$ cat config.mk
export PLATFORM = sky130hd
export DESIGN_NAME = stepper_ramp_pulse_sequencer_flat
export DESIGN_NICKNAME = d
export VERILOG_FILES = /design/src/srps_pkg.sv /design/src/srps_if.sv /design/src/srps_div.sv /design/src/srps_ctrl.sv /design/src/srps_dpath.sv /design/src/stepper_ramp_pulse_sequencer.sv /design/src/flat_wrapper.sv
export VERILOG_INCLUDE_DIRS = /design/src /design/src/src
export SDC_FILE = /design/constraint.sdc
export NUM_CORES = 2
export LEC_CHECK = 0
export BUFFER_PORTS_ARGS = -buffer_cell sky130_fd_sc_hd__buf_4
export CORE_MARGIN = 3
export CORE_UTILIZATION = 65
export CTS_BUF_LIST = sky130_fd_sc_hd__clkbuf_8
export DETAILED_ROUTE_END_ITERATION = 16
export GPL_TIMING_DRIVEN = 0
export PLACE_DENSITY = 0.79
export SKIP_CTS_REPAIR_TIMING = 1
export SYNTH_ARGS = -nofsm -noshare
export SYNTH_HDL_FRONTEND = slang
export SYNTH_SLANG_ARGS = --single-unit
$ cat constraint.sdc
create_clock -name clk -period 12.89 [get_ports clk]
set_input_delay 1.289 -clock clk [delete_from_list [all_inputs] [get_ports clk]]
set_output_delay 1.289 -clock clk [all_outputs]
set_load 0.01 [all_outputs]
$ cat src/stepper_ramp_pulse_sequencer_assert.svh
// Assertion macros for the step-pulse sequencer.
// Both macros expect signals named clk and rst_n in the scope of use.
`ifndef STEPPER_RAMP_PULSE_SEQUENCER_ASSERT_SVH
`define STEPPER_RAMP_PULSE_SEQUENCER_ASSERT_SVH
`ifndef NO_ASSERTIONS
`define SRPS_CHECK(lbl, prop) \
  lbl: assert property (@(posedge clk) disable iff (!rst_n) prop) \
    else $error("sequencer check failed");
`define SRPS_CHECK_NEXT(lbl, cond, prop) \
  lbl: assert property (@(posedge clk) disable iff (!rst_n) (cond) |=> (prop)) \
    else $error("sequencer check failed");
`else
`define SRPS_CHECK(lbl, prop)
`define SRPS_CHECK_NEXT(lbl, cond, prop)
`endif
`endif

$ cat src/srps_pkg.sv
package srps_pkg;

  localparam int COUNT_BITS_DEF = 20;
  localparam int HALF_NUM_DEF   = 500000;

  localparam int REQ_W   = 20;
  localparam int RATE_W  = 16;
  localparam int RAMP_W  = 16;
  localparam int HALF_W  = 19;
  localparam int SENT_W  = 20;
  localparam int CFG_W   = 20;
  localparam int CFG_IDX_W = 3;
  localparam int STAT_W  = 3;

  localparam logic [RATE_W-1:0] START_RATE_RST  = 16'd250;
  localparam logic [RATE_W-1:0] CRUISE_RATE_RST = 16'd1600;
  localparam logic [RAMP_W-1:0] RAMP_RST        = 16'd1;
  localparam logic [REQ_W-1:0]  DEPART_RST      = 20'd842;

  typedef enum logic [STAT_W-1:0] {
    ST_STARTED   = 3'd0,
    ST_PULSE     = 3'd1,
    ST_COMPLETED = 3'd2,
    ST_LIMIT     = 3'd3,
    ST_ABORTED   = 3'd4,
    ST_IDLE      = 3'd5
  } status_t;

  typedef enum logic [CFG_IDX_W-1:0] {
    CFG_REQUESTED = 3'd0,
    CFG_MOVE_UP   = 3'd1,
    CFG_START     = 3'd2,
    CFG_CRUISE    = 3'd3,
    CFG_RAMP      = 3'd4,
    CFG_DEPARTURE = 3'd5
  } cfg_idx_t;

  typedef enum logic [2:0] {
    S_IDLE,
    S_MUL,
    S_SUM,
    S_DIV,
    S_WAIT,
    S_DONE
  } state_t;

  typedef struct packed {
    logic accept;
    logic load_mul;
    logic load_sum;
    logic div_start;
    logic finish;
  } ctrl_cmd_t;

  typedef struct packed {
    logic pulse;
    logic div_busy;
  } dp_stat_t;

endpackage

$ cat src/srps_if.sv
interface srps_in_if;
  logic valid;
  logic ready;
  logic cmd;
  logic top_pressed;
  logic bottom_pressed;
  logic abort_request;

  modport source (output valid, output cmd, output top_pressed, output bottom_pressed,
                  output abort_request, input ready);
  modport sink (input valid, input cmd, input top_pressed, input bottom_pressed,
                input abort_request, output ready);
endinterface

interface srps_out_if;
  logic                         valid;
  logic                         ready;
  srps_pkg::status_t            status;
  logic [srps_pkg::RATE_W-1:0]  pulse_rate;
  logic [srps_pkg::HALF_W-1:0]  half_period_us;
  logic [srps_pkg::SENT_W-1:0]  pulses_sent;
  logic                         direction_level;

  modport source (output valid, output status, output pulse_rate, output half_period_us,
                  output pulses_sent, output direction_level, input ready);
  modport sink (input valid, input status, input pulse_rate, input half_period_us,
                input pulses_sent, input direction_level, output ready);
endinterface

$ cat src/srps_div.sv
module srps_div #(
  parameter int N_W = 33,
  parameter int D_W = 17
) (
  input  logic           clk,
  input  logic           rst_n,
  input  logic           start,
  input  logic [N_W-1:0] dividend,
  input  logic [D_W-1:0] divisor,
  output logic           busy,
  output logic [N_W-1:0] quotient
);
  localparam int CNT_W = $clog2(N_W + 1);

  logic [N_W-1:0]   q_r, q_nxt;
  logic [D_W-1:0]   rem_r, rem_nxt;
  logic [D_W-1:0]   dsr_r;
  logic [CNT_W-1:0] cnt_r;
  logic             busy_r;
  logic [D_W:0]     rem_sh;
  logic [D_W:0]     diff;

  // Restoring division, one quotient bit per cycle, MSB first.
  always_comb begin
    rem_sh = {rem_r, q_r[N_W-1]};
    diff   = rem_sh - {1'b0, dsr_r};
    if (!diff[D_W]) begin
      rem_nxt = diff[D_W-1:0];
    end else begin
      rem_nxt = rem_sh[D_W-1:0];
    end
    q_nxt = {q_r[N_W-2:0], ~diff[D_W]};
  end

  always_ff @(posedge clk) begin
    if (!rst_n) begin
      busy_r <= 1'b0;
      cnt_r  <= '0;
    end else if (start) begin
      busy_r <= 1'b1;
      cnt_r  <= CNT_W'(N_W);
    end else if (busy_r) begin
      cnt_r <= cnt_r - CNT_W'(1);
      if (cnt_r == CNT_W'(1)) begin
        busy_r <= 1'b0;
      end
    end
  end

  always_ff @(posedge clk) begin
    if (start) begin
      q_r   <= dividend;
      rem_r <= '0;
      dsr_r <= divisor;
    end else if (busy_r) begin
      q_r   <= q_nxt;
      rem_r <= rem_nxt;
    end
  end

  assign busy     = busy_r;
  assign quotient = q_r;
endmodule

$ cat src/srps_ctrl.sv
module srps_ctrl (
  input  logic                clk,
  input  logic                rst_n,
  input  logic                in_valid,
  output logic                in_ready,
  output logic                out_valid,
  input  logic                out_ready,
  output srps_pkg::ctrl_cmd_t cmd,
  input  srps_pkg::dp_stat_t  stat
);
  import srps_pkg::*;

  state_t state_r, state_nxt;
  logic   out_valid_r, out_valid_nxt;
  logic   out_free;

  assign out_free = !out_valid_r || out_ready;

  always_comb begin
    state_nxt = state_r;
    case (state_r)
      S_IDLE: begin
        if (in_valid && out_free && stat.pulse) begin
          state_nxt = S_MUL;
        end
      end
      S_MUL:  state_nxt = S_SUM;
      S_SUM:  state_nxt = S_DIV;
      S_DIV:  state_nxt = S_WAIT;
      S_WAIT: begin
        if (!stat.div_busy) begin
          state_nxt = S_DONE;
        end
      end
      S_DONE: begin
        if (out_free) begin
          state_nxt = S_IDLE;
        end
      end
      default: state_nxt = S_IDLE;
    endcase
  end

  always_comb begin
    in_ready      = (state_r == S_IDLE) && out_free;
    cmd.accept    = in_ready && in_valid;
    cmd.load_mul  = (state_r == S_MUL);
    cmd.load_sum  = (state_r == S_SUM);
    cmd.div_start = (state_r == S_DIV);
    cmd.finish    = (state_r == S_DONE) && out_free;
    // Starts, stops and idle slots are answered in the cycle after acceptance; pulses at
    // the end of the sequence.
    out_valid_nxt = (out_valid_r && !out_ready) || (cmd.accept && !stat.pulse) || cmd.finish;
  end

  always_ff @(posedge clk) begin
    if (!rst_n) begin
      state_r     <= S_IDLE;
      out_valid_r <= 1'b0;
    end else begin
      state_r     <= state_nxt;
      out_valid_r <= out_valid_nxt;
    end
  end

  assign out_valid = out_valid_r;
endmodule

$ cat src/srps_dpath.sv
module srps_dpath #(
  parameter int COUNT_BITS = srps_pkg::COUNT_BITS_DEF,
  parameter int HALF_NUM   = srps_pkg::HALF_NUM_DEF
) (
  input  logic                           clk,
  input  logic                           rst_n,
  input  logic                           cfg_we,
  input  logic [srps_pkg::CFG_IDX_W-1:0] cfg_index,
  input  logic [srps_pkg::CFG_W-1:0]     cfg_wdata,
  input  logic                           in_cmd,
  input  logic                           in_top,
  input  logic                           in_bottom,
  input  logic                           in_abort,
  input  srps_pkg::ctrl_cmd_t            cmd,
  output srps_pkg::dp_stat_t             stat,
  output srps_pkg::status_t              out_status,
  output logic [srps_pkg::RATE_W-1:0]    out_rate,
  output logic [srps_pkg::HALF_W-1:0]    out_half,
  output logic [srps_pkg::SENT_W-1:0]    out_sent,
  output logic                           out_dir
);
  import srps_pkg::*;

  localparam int CW   = COUNT_BITS;
  localparam int CMPW = ((CW > REQ_W) ? CW : REQ_W) + 1;
  localparam int HPW  = $clog2(HALF_NUM + 1);
  localparam int D2N  = HPW + RAMP_W;
  localparam int NUMW = 2 * RATE_W;
  localparam logic [D2N-1:0] HN_X = D2N'(HALF_NUM);

  // Configuration registers
  logic [REQ_W-1:0]  req_r;
  logic              up_r;
  logic [RATE_W-1:0] start_r, cruise_r;
  logic [RAMP_W-1:0] ramp_r;
  logic [REQ_W-1:0]  dep_r;

  // Move state
  logic [CW-1:0]     sent_r;
  logic              active_r, lb_r, lt_r;
  logic [RAMP_W-1:0] u_r;

  // Pulse arithmetic
  logic [RAMP_W-1:0] m_r;
  logic [NUMW-1:0]   p1_r, p2_r, num_r;
  logic [D2N-1:0]    hu_r;
  logic              sat_r;

  logic [CMPW-1:0]   sent_x, req_x, dep_x, rem_x, mm, m_full;
  logic              done_c, limit_c, pulse_c, stop_c;
  status_t           imm_status;
  logic [REQ_W-1:0]  half_req, u_min;
  logic [RAMP_W-1:0] u_start;
  logic [CW-1:0]     sent_inc;

  logic [NUMW:0]     dvd1;
  logic [RAMP_W:0]   dsr1;
  logic [NUMW:0]     q1;
  logic [D2N-1:0]    q2;
  logic              busy1, busy2;

  always_comb begin
    sent_x  = CMPW'(sent_r);
    req_x   = CMPW'(req_r);
    dep_x   = CMPW'(dep_r);
    done_c  = sent_x >= req_x;
    limit_c = (up_r && in_top) || (!up_r && in_bottom) ||
              (lb_r && (sent_x >= dep_x) && in_bottom) ||
              (lt_r && (sent_x >= dep_x) && in_top);
    pulse_c = in_cmd && active_r && !done_c && !in_abort && !limit_c;
    stop_c  = in_cmd && active_r && !pulse_c;

    if (!in_cmd) begin
      imm_status = ST_STARTED;
    end else if (!active_r) begin
      imm_status = ST_IDLE;
    end else if (done_c) begin
      imm_status = ST_COMPLETED;
    end else if (in_abort) begin
      imm_status = ST_ABORTED;
    end else if (limit_c) begin
      imm_status = ST_LIMIT;
    end else begin
      imm_status = ST_PULSE;
    end

    // Ramp position: distance to the nearer end of the move, clamped to the ramp.
    rem_x  = req_x - sent_x - CMPW'(1);
    mm     = (sent_x < rem_x) ? sent_x : rem_x;
    m_full = (mm < CMPW'(u_r)) ? mm : CMPW'(u_r);

    half_req = req_r >> 1;
    if (half_req == '0) begin
      half_req = REQ_W'(1);
    end
    u_min = (REQ_W'(ramp_r) < half_req) ? REQ_W'(ramp_r) : half_req;
    if (u_min == '0) begin
      u_min = REQ_W'(1);
    end
    u_start = u_min[RAMP_W-1:0];

    sent_inc = sent_r + CW'(1);

    dvd1 = {num_r, 1'b0} + (NUMW + 1)'(u_r);
    dsr1 = {u_r, 1'b0};
  end

  assign stat.pulse    = pulse_c;
  assign stat.div_busy = busy1 || busy2;

  always_ff @(posedge clk) begin
    if (!rst_n) begin
      req_r    <= '0;
      up_r     <= 1'b0;
      start_r  <= START_RATE_RST;
      cruise_r <= CRUISE_RATE_RST;
      ramp_r   <= RAMP_RST;
      dep_r    <= DEPART_RST;
    end else if (cfg_we) begin
      case (cfg_index)
        CFG_REQUESTED: req_r    <= cfg_wdata[REQ_W-1:0];
        CFG_MOVE_UP:   up_r     <= cfg_wdata[0];
        CFG_START:     start_r  <= cfg_wdata[RATE_W-1:0];
        CFG_CRUISE:    cruise_r <= cfg_wdata[RATE_W-1:0];
        CFG_RAMP:      ramp_r   <= cfg_wdata[RAMP_W-1:0];
        CFG_DEPARTURE: dep_r    <= cfg_wdata[REQ_W-1:0];
        default: ;
      endcase
    end
  end

  always_ff @(posedge clk) begin
    if (!rst_n) begin
      sent_r   <= '0;
      active_r <= 1'b0;
      lb_r     <= 1'b0;
      lt_r     <= 1'b0;
      u_r      <= RAMP_W'(1);
    end else if (cmd.accept && !in_cmd) begin
      sent_r   <= '0;
      active_r <= 1'b1;
      lb_r     <= up_r && in_bottom;
      lt_r     <= !up_r && in_top;
      u_r      <= u_start;
    end else if (cmd.accept && stop_c) begin
      active_r <= 1'b0;
    end else if (cmd.finish) begin
      sent_r <= sent_inc;
    end
  end

  always_ff @(posedge clk) begin
    if (cmd.accept && pulse_c) begin
      m_r <= m_full[RAMP_W-1:0];
    end
    if (cmd.load_mul) begin
      p1_r <= start_r * (u_r - m_r);
      p2_r <= cruise_r * m_r;
      hu_r <= HN_X * D2N'(u_r);
    end
    // The weighted sum never exceeds the larger rate times the ramp, so it fits.
    if (cmd.load_sum) begin
      num_r <= p1_r + p2_r;
    end
    if (cmd.div_start) begin
      sat_r <= num_r < NUMW'(u_r);
    end
  end

  always_ff @(posedge clk) begin
    if (cmd.accept && !pulse_c) begin
      out_status <= imm_status;
      out_rate   <= '0;
      out_half   <= '0;
      out_sent   <= in_cmd ? SENT_W'(sent_r) : '0;
      out_dir    <= !up_r;
    end else if (cmd.finish) begin
      out_status <= ST_PULSE;
      out_rate   <= q1[RATE_W-1:0];
      out_half   <= sat_r ? HALF_W'(HALF_NUM) : HALF_W'(q2);
      out_sent   <= SENT_W'(sent_inc);
      out_dir    <= !up_r;
    end
  end

  // Rounded rate: (2*num + u) / (2*u).
  srps_div #(.N_W(NUMW + 1), .D_W(RAMP_W + 1)) u_rate_div (
    .clk      (clk),
    .rst_n    (rst_n),
    .start    (cmd.div_start),
    .dividend (dvd1),
    .divisor  (dsr1),
    .busy     (busy1),
    .quotient (q1)
  );

  // Half period: numerator * u / num.
  srps_div #(.N_W(D2N), .D_W(NUMW)) u_half_div (
    .clk      (clk),
    .rst_n    (rst_n),
    .start    (cmd.div_start),
    .dividend (hu_r),
    .divisor  (num_r),
    .busy     (busy2),
    .quotient (q2)
  );
endmodule

$ cat src/stepper_ramp_pulse_sequencer.sv
// Channel  Role    Handshake      Payload
// in_chan  sink    valid/ready    cmd, top_pressed, bottom_pressed, abort_request
// out_chan source  valid/ready    status, pulse_rate, half_period_us, pulses_sent,
//                                 direction_level
// cfg      write   cfg_we         cfg_index, cfg_wdata
//
// A start request, a stop and an idle slot answer in the cycle after acceptance.
// A pulse request passes through the multiply, sum and divide-start states, then waits
// for the bit-serial half-period and rate dividers, which run alongside each other.
// Reset is synchronous; no clearing pass follows.
// A result waits in the output register; no request is taken until it has gone.
module stepper_ramp_pulse_sequencer #(
  parameter int COUNT_BITS            = srps_pkg::COUNT_BITS_DEF,
  parameter int HALF_PERIOD_NUMERATOR = srps_pkg::HALF_NUM_DEF
) (
  input  logic                           clk,
  input  logic                           rst_n,
  srps_in_if.sink                        in_chan,
  srps_out_if.source                     out_chan,
  input  logic                           cfg_we,
  input  logic [srps_pkg::CFG_IDX_W-1:0] cfg_index,
  input  logic [srps_pkg::CFG_W-1:0]     cfg_wdata
);
  import srps_pkg::*;

  `include "stepper_ramp_pulse_sequencer_assert.svh"

  ctrl_cmd_t cmd;
  dp_stat_t  stat;
  logic      in_ready;
  logic      out_valid;

  srps_ctrl u_ctrl (
    .clk       (clk),
    .rst_n     (rst_n),
    .in_valid  (in_chan.valid),
    .in_ready  (in_ready),
    .out_valid (out_valid),
    .out_ready (out_chan.ready),
    .cmd       (cmd),
    .stat      (stat)
  );

  srps_dpath #(
    .COUNT_BITS (COUNT_BITS),
    .HALF_NUM   (HALF_PERIOD_NUMERATOR)
  ) u_dpath (
    .clk        (clk),
    .rst_n      (rst_n),
    .cfg_we     (cfg_we),
    .cfg_index  (cfg_index),
    .cfg_wdata  (cfg_wdata),
    .in_cmd     (in_chan.cmd),
    .in_top     (in_chan.top_pressed),
    .in_bottom  (in_chan.bottom_pressed),
    .in_abort   (in_chan.abort_request),
    .cmd        (cmd),
    .stat       (stat),
    .out_status (out_chan.status),
    .out_rate   (out_chan.pulse_rate),
    .out_half   (out_chan.half_period_us),
    .out_sent   (out_chan.pulses_sent),
    .out_dir    (out_chan.direction_level)
  );

  assign in_chan.ready  = in_ready;
  assign out_chan.valid = out_valid;

  // Only pulse results carry a rate and a half period.
  `SRPS_CHECK(a_nopulse_zero, (out_valid && out_chan.status != ST_PULSE) |-> (out_chan.pulse_rate == '0 && out_chan.half_period_us == '0))
  // A request is never taken while an untaken result blocks the output register.
  `SRPS_CHECK(a_no_overwrite, (in_chan.valid && in_ready) |-> !(out_valid && !out_chan.ready))
  // The dividers are idle when started and busy just after.
  `SRPS_CHECK(a_div_idle, cmd.div_start |-> !stat.div_busy)
  `SRPS_CHECK_NEXT(a_div_runs, cmd.div_start, stat.div_busy)
endmodule

$ cat src/flat_wrapper.sv
// flat-port wrapper written by rule: the top's interface ports become plain ports
module stepper_ramp_pulse_sequencer_flat import srps_pkg::*;
#(
  parameter int COUNT_BITS            = srps_pkg::COUNT_BITS_DEF,
  parameter int HALF_PERIOD_NUMERATOR = srps_pkg::HALF_NUM_DEF
)
  (clk, rst_n, cfg_we, cfg_index, cfg_wdata, in_chan_valid, in_chan_cmd, in_chan_top_pressed, in_chan_bottom_pressed, in_chan_abort_request, in_chan_ready, out_chan_valid, out_chan_status, out_chan_pulse_rate, out_chan_half_period_us, out_chan_pulses_sent, out_chan_direction_level, out_chan_ready);
  srps_in_if in_chan_i ();
  srps_out_if out_chan_i ();
  input  logic clk;
  input  logic rst_n;
  input  logic cfg_we;
  input  logic [srps_pkg::CFG_IDX_W-1:0] cfg_index;
  input  logic [srps_pkg::CFG_W-1:0] cfg_wdata;
  input wire logic [$bits(in_chan_i.valid)-1:0] in_chan_valid;
  input wire logic [$bits(in_chan_i.cmd)-1:0] in_chan_cmd;
  input wire logic [$bits(in_chan_i.top_pressed)-1:0] in_chan_top_pressed;
  input wire logic [$bits(in_chan_i.bottom_pressed)-1:0] in_chan_bottom_pressed;
  input wire logic [$bits(in_chan_i.abort_request)-1:0] in_chan_abort_request;
  output wire logic [$bits(in_chan_i.ready)-1:0] in_chan_ready;
  output wire logic [$bits(out_chan_i.valid)-1:0] out_chan_valid;
  output wire logic [$bits(out_chan_i.status)-1:0] out_chan_status;
  output wire logic [$bits(out_chan_i.pulse_rate)-1:0] out_chan_pulse_rate;
  output wire logic [$bits(out_chan_i.half_period_us)-1:0] out_chan_half_period_us;
  output wire logic [$bits(out_chan_i.pulses_sent)-1:0] out_chan_pulses_sent;
  output wire logic [$bits(out_chan_i.direction_level)-1:0] out_chan_direction_level;
  input wire logic [$bits(out_chan_i.ready)-1:0] out_chan_ready;
  assign in_chan_i.valid = in_chan_valid;
  assign in_chan_i.cmd = in_chan_cmd;
  assign in_chan_i.top_pressed = in_chan_top_pressed;
  assign in_chan_i.bottom_pressed = in_chan_bottom_pressed;
  assign in_chan_i.abort_request = in_chan_abort_request;
  assign in_chan_ready = in_chan_i.ready;
  assign out_chan_valid = out_chan_i.valid;
  assign out_chan_status = out_chan_i.status;
  assign out_chan_pulse_rate = out_chan_i.pulse_rate;
  assign out_chan_half_period_us = out_chan_i.half_period_us;
  assign out_chan_pulses_sent = out_chan_i.pulses_sent;
  assign out_chan_direction_level = out_chan_i.direction_level;
  assign out_chan_i.ready = out_chan_ready;
  stepper_ramp_pulse_sequencer #(.COUNT_BITS(COUNT_BITS), .HALF_PERIOD_NUMERATOR(HALF_PERIOD_NUMERATOR)) u_core (.clk(clk), .rst_n(rst_n), .in_chan(in_chan_i), .out_chan(out_chan_i), .cfg_we(cfg_we), .cfg_index(cfg_index), .cfg_wdata(cfg_wdata));
endmodule
Word level (Yosys, flattened, before mapping)
Cells that the tools add are included.
{"block": "totals", "register_bits": 513, "in_bits": 32, "elab_cells": 171}
{"block": "op_classes", "n_addsub": 10, "multipliers": 3, "magnitude_cmp": 6, "eq_ne": 15, "mux": 40, "bitwise_logic": 4, "n_reduce_logical": 56}
{"operator": "35-bit 2-to-1 mux", "n": 2}
{"operator": "33-bit 2-to-1 mux", "n": 2}
{"operator": "20-bit 2-to-1 mux", "n": 3}
{"operator": "19-bit 2-to-1 mux", "n": 3}
{"operator": "20-bit greater-or-equal comparator", "n": 2}
{"operator": "20-bit zero test", "n": 2}
{"operator": "33-bit by 16-bit adder with 33-bit output", "n": 1}
{"operator": "33-bit by 32-bit subtractor with 33-bit output", "n": 1}
{"operator": "32-bit adder", "n": 1}
{"operator": "32-bit by 16-bit less-than comparator with 1-bit output", "n": 1}
{"operator": "16-bit by 16-bit multiplier with 32-bit output", "n": 1}
{"operator": "17-bit by 17-bit multiplier with 32-bit output", "n": 1}
{"operator": "16-bit 2-to-1 mux", "n": 2}
{"operator": "32-bit 2-to-1 mux", "n": 1}
{"operator": "14-bit by 16-bit multiplier with 30-bit output, first input constant", "n": 1}
{"operator": "3-bit 2-to-1 mux", "n": 9}
{"operator": "6-bit 2-to-1 mux", "n": 4}
{"operator": "1-bit logical AND", "n": 23}
{"operator": "20-bit by 21-bit less-than comparator with 1-bit output", "n": 1}
{"operator": "21-bit by 16-bit less-than comparator with 1-bit output", "n": 1}
{"operator": "21-bit 2-to-1 mux", "n": 1}
{"operator": "20-bit by 20-bit subtractor with 21-bit output", "n": 1}
{"operator": "21-bit by 1-bit subtractor with 21-bit output, second input constant", "n": 1}
{"operator": "20-bit by 1-bit adder with 20-bit output, second input constant", "n": 1}
{"operator": "other kinds (21)", "n": 68}

Logic depth before layout (Yosys ltp)
{"block": "depth", "word_depth": 12, "depth_mapped": 36}

By module
From an unflattened synthesis, not the netlist that was laid out.
{"block": "hier_totals", "hier_cells": 5409, "area_unflattened_um2": 50781.2}
{"mod": "srps_dpath", "n_inst": 1, "cells_per_inst": 4390, "area_per_inst_um2": 40156.0, "seq_area_each_um2": 8277.9}
{"mod": "srps_div (u_core.u_dpath.u_half_div)", "n_inst": 1, "cells_per_inst": 642, "area_per_inst_um2": 6401.1, "seq_area_each_um2": 2792.7}
{"mod": "srps_div (u_core.u_dpath.u_rate_div)", "n_inst": 1, "cells_per_inst": 347, "area_per_inst_um2": 3967.6, "seq_area_each_um2": 1981.9}
{"mod": "srps_ctrl", "n_inst": 1, "cells_per_inst": 30, "area_per_inst_um2": 256.5, "seq_area_each_um2": 80.1}

Worst setup path before layout
Ideal clock, no wire load.
{"block": "synth_path", "path_type": "flip-flop to flip-flop", "start": "register u_core.u_dpath.m_r[1]", "end": "register u_core.u_dpath.p1_r[31] (data pin)", "setup_ns": 0.258, "arrival_ns": 7.988, "slack_ns": 4.644, "stages_incl_launch_ff": 34, "synth_period_minus_slack_ns": 8.246, "cell_sequence": "edfxtp_1 -> clkbuf_1 -> inv_1 -> ha_1 -> nor2b_1 -> o21ai_0 -> a21boi_0 -> o21ai_0 -> a21oi_1 -> a211oi_1 -> nor3_1 -> nor3_1 -> clkbuf_1 -> nand2_1 -> fa_1 -> inv_1 -> fa_1 -> fa_1 -> fa_1 -> fa_1 -> inv_1 -> fa_1 -> inv_1 -> ha_1 -> a211oi_1 -> a31o_2 -> a21oi_1 -> o31a_1 -> a221oi_1 -> a2111oi_0 -> nand4_1 -> a31oi_1 -> xnor2_1 -> xnor2_1"}
{"block": "synth_between", "elab_chain_len": 2}
{"item": "start, declared", "line": "srps_dpath.sv:44", "text": "logic [RAMP_W-1:0] m_r;"}
{"item": "start signal, assigned", "line": "srps_dpath.sv:154", "text": "m_r <= m_full[RAMP_W-1:0];"}
{"item": "16-bit by 16-bit subtractor with 17-bit output", "line": "srps_dpath.sv:157", "text": "p1_r <= start_r * (u_r - m_r);"}
{"item": "17-bit by 17-bit multiplier with 32-bit output", "line": "srps_dpath.sv:157"}
{"item": "end signal, assigned", "line": "srps_dpath.sv:157"}
{"item": "end, declared", "line": "srps_dpath.sv:45", "text": "logic [NUMW-1:0] p1_r, p2_r, num_r;"}
Every way passes these cells.
A chain may end at the register's enable or synchronous reset.

Worst setup path after layout
{"block": "layout_path", "start": "register u_core.u_dpath.u_r[0]", "end": "register u_core.u_dpath.p1_r[31] (data pin)"}
{"block": "layout_between", "elab_chain_len": 2}
{"item": "start, declared", "line": "srps_dpath.sv:41", "text": "logic [RAMP_W-1:0] u_r;"}
{"item": "start signal, assigned", "line": "srps_dpath.sv:144", "text": "u_r <= u_start;"}
{"item": "16-bit by 16-bit subtractor with 17-bit output", "line": "srps_dpath.sv:157"}
{"item": "17-bit by 17-bit multiplier with 32-bit output", "line": "srps_dpath.sv:157"}
Every way passes these cells.

==> flow_summary.yaml <==
worst_setup_path:
  ff2ff_path_depth: 33
  cp-end-kind: "register"
  cp_num_buf_inv: 5
  cpPeakStageDelay_ps: 1010
  cp_common_cell: "fa_1"
  cp.arrival_ps: 11810
  rrSetupSlack_ps: 1480
  required_ps: 13290
  critPathSlowestCell: "dfxtp_1"
  worst-setup-path-type: "register to register"
  r2r-start: "u_core.u_dpath.u_r[0]"
  crit_path_start_kind: "register"
  path_max_fanout: 12
  path_delay_family: "adder cells"
  worstReg2RegEnd: "u_core.u_dpath.p1_r[31]"
cts:
  cts_sinks: 513
  clk_latency_ps: 690
  cts_tree: "done"
  clkTransAtPathRegs_ps: 70
  clockBufferDepth: 3
  cts-root-buf: "clkbuf_8"
  htreeDepth: 3
  cts_buffers: 88
logic_synthesis:
  synthArstFlopShare: 0
  yosysSeqAreaShare: 0.2651
  synth_flop_cell: "edfxtp_1"
  synth_cells: 5373
  synth_top_area_frac: 0.1880
  synthTopCellsByCount: "inv_1, nand2_1, ha_1, fa_1, edfxtp_1"
  ys_top_cells_by_area: "fa_1, edfxtp_1, ha_1"
  yosysUniqueCellTypes: 84
  syn_area_um2: 49420
  yosys.cell_count.top_type: "inv_1"
  synth_largest_area_cell: "fa_1"
  synth_nets: 6436
  synth-seq-cells: 513
  synth_edf_count: 283
  yosys_warnings: 0
  avgSynthCellArea_um2: 9.198
place:
  pre_cts_ws_ps: 2030
  placed_cell_area_um2: 51470
  post-dp-hpwl_um: 110200
  gp_congestion: 0.9619
  io_buffer_count: 90
floorplanning:
  pin_count: 93
  rows: 100
  dieArea_um2: 79380
  die_w_um: 281.7
  dieHeight_um: 281.7
  start_util: 0.6605
  core_area_um2: 74820
global_routing:
  grt_pass1_wl_um: 219100
  gr-total-overflow: 0
  grt_pass1_vias: 39568
  grtUsageTotal: 0.3594
  antenna_found_initial: 8
  grt_max_degree: 59
detailed_routing:
  wire_per_inst_um: 21.25
  ant_nets: 0
  drtPass1Iterations: 6
  dr_total_vias: 39964
  drt-total-wl_um: 140600
  viasPerCell: 6.039
  drtIter0Drc: 3502
  drc_errors: 0
timing:
  fin_skew_ps: 50.48
  fmax_ghz: 0.08767
  post-route-period-util: 0.8849
  finalHoldViolations: 0
  rsz0062_at_grt: "no"
  drv_slew: 0
  fin_crit_ps: 11410
  worstMarginPinSlew_ps: 1264
  relSlewSlack: 0.1562
  fin_ws_ps: 1484
  setup_viol_count_final: 0
  tns_ps: 0
min_path:
  min_path_cells: 2
  worstHoldEndpoint: "u_core.u_dpath.out_rate[1]"
  min_from: "u_core.u_dpath.out_rate[1]"
  worstHoldPathType: "register to register"
outcome:
  status: "complete, no violations"
pwr:
  leakage_nw: 24.71
  p_per_area_nw_per_um2: 211.3
  peakVddDrop_mv: 0.5453
cells_and_area:
  final_area_um2: 53300
  final_nets: 6627
  fillers: 5837
  syn_to_final_growth_pct: 7.848
  drive_gt1_frac: 0.05037
flow_run:
  drv_cap: 0
-- cell usage in the layout (no fill, tap or decap), types with 36 or more instances in the layout --
cell	count
inv_1	816
nand2_1	781
ha_1	567
fa_1	464
edfxtp_1	283
a21oi_1	270
dfxtp_1	230
o21ai_0	208
nor2_1	188
and2_1	182
clkbuf_1	181
xnor2_1	173
clkbuf_8	100
a21o_1	99
buf_4	93
nand3_1	91
a21boi_0	89
nor3_1	72
nor2b_1	67
mux2i_1	57
xor2_1	55
nand2b_1	38
and3_1	38
o21a_1	36
-- sequential cells by signal, summed over array words and instances (netlist names), 17 cells and up --
register and cells:
u_core.u_dpath.out_half 19, u_core.u_dpath.num_r 32, u_core.u_dpath.u_rate_div.quotient 33, u_core.u_dpath.u_rate_div.rem_r 17, u_core.u_dpath.req_r 20, u_core.u_dpath.p1_r 32
u_core.u_dpath.u_half_div.rem_r 32, u_core.u_dpath.u_half_div.quotient 35, u_core.u_dpath.p2_r 32, u_core.u_dpath.out_sent 20, u_core.u_dpath.sent_r 20, u_core.u_dpath.hu_r 30
u_core.u_dpath.dep_r 20, u_core.u_dpath.u_half_div.dsr_r 32
-- report_power, final --
part / switching, W / internal [W] / total, W / leakage [nW]
registers: 0.000184 / 0.00220 / 0.00239 / 4.45
logic: 0.00427 / 0.00306 / 0.00734 / 19.2
clock network: 0.000721 / 0.000816 / 0.00154 / 1.04
-- worst max path at each step --
stage | from | endpoint | slack [ps] | cells after the start
3_3_place_gp | u_core.u_ctrl.state_r[0] | u_core.u_dpath.p2_r[31] | 920 | 1
5_1_grt | u_core.u_dpath.u_r[0] | u_core.u_dpath.p1_r[31] | 1150 | 33
2_1_floorplan | u_core.u_dpath.m_r[1] | u_core.u_dpath.p1_r[31] | 4640 | 33
3_5_place_dp | u_core.u_dpath.u_r[0] | u_core.u_dpath.p1_r[31] | 2030 | 33
6_report | u_core.u_dpath.u_r[0] | u_core.u_dpath.p1_r[31] | 1480 | 33
4_1_cts | u_core.u_dpath.u_r[0] | u_core.u_dpath.p1_r[31] | 1930 | 33
-- cells by family after synthesis --
family	share of synthesized area
flip-flops	0.2651
AO/OA/AOI/OAI	0.1194
adder cells (fa/ha/maj)	0.3315
multiplexers	0.01223
AND/OR/NAND/NOR	0.1549
buffers and inverters	0.07605
XOR/XNOR	0.04074
-- metrics by stage --
| step | cells | utilization | hold slack [ps] | total power, W |
|---|---|---|---|---|
| after global placement | 6432 | 0.6858 | 443.1 | 0.009343 |
| after detailed placement | 6443 | 0.6879 | 451.4 | 0.009549 |
| after floorplan | 5373 | - | 437.8 | 0.007795 |
| final | 6618 | 0.7124 | 456.6 | 0.01126 |
| after global routing | 6613 | 0.7122 | 477.6 | 0.01220 |
| after CTS | 6607 | 0.7120 | 458.9 | 0.01114 |
-- layer usage --
metal  GRT usage  wire length [um]
met1      0.4750             55650
met2      0.5586             62400
met3     0.06707             13580
met4      0.2080              8972
met5           0                 0
-- layout make-up --
| type | instances | area, um2 | share of cell area |
|---|---|---|---|
| Multi-Input combinational cell | 3872 | 32580 | 0.6112 |
| Tap cell | 969 | 1212 | 0.02275 |
| Inverter | 786 | 2950 | 0.05535 |
| Timing Repair Buffer | 101 | 819.5 | 0.01538 |
| Sequential cell | 513 | 13100 | 0.2458 |
| Clock inverter | 64 | 424.2 | 0.007958 |
| Buffer | 202 | 812.0 | 0.01524 |
| Antenna cell | 11 | 27.53 | 0.0005164 |
| Clock buffer | 100 | 1376 | 0.02582 |
-- tightest hold or removal path: stages, from the launching register on --
cell and delay (ps):
dfxtp_1 310, nand2_1 50, a21oi_1 50
Power figures use the tool's default switching activity.
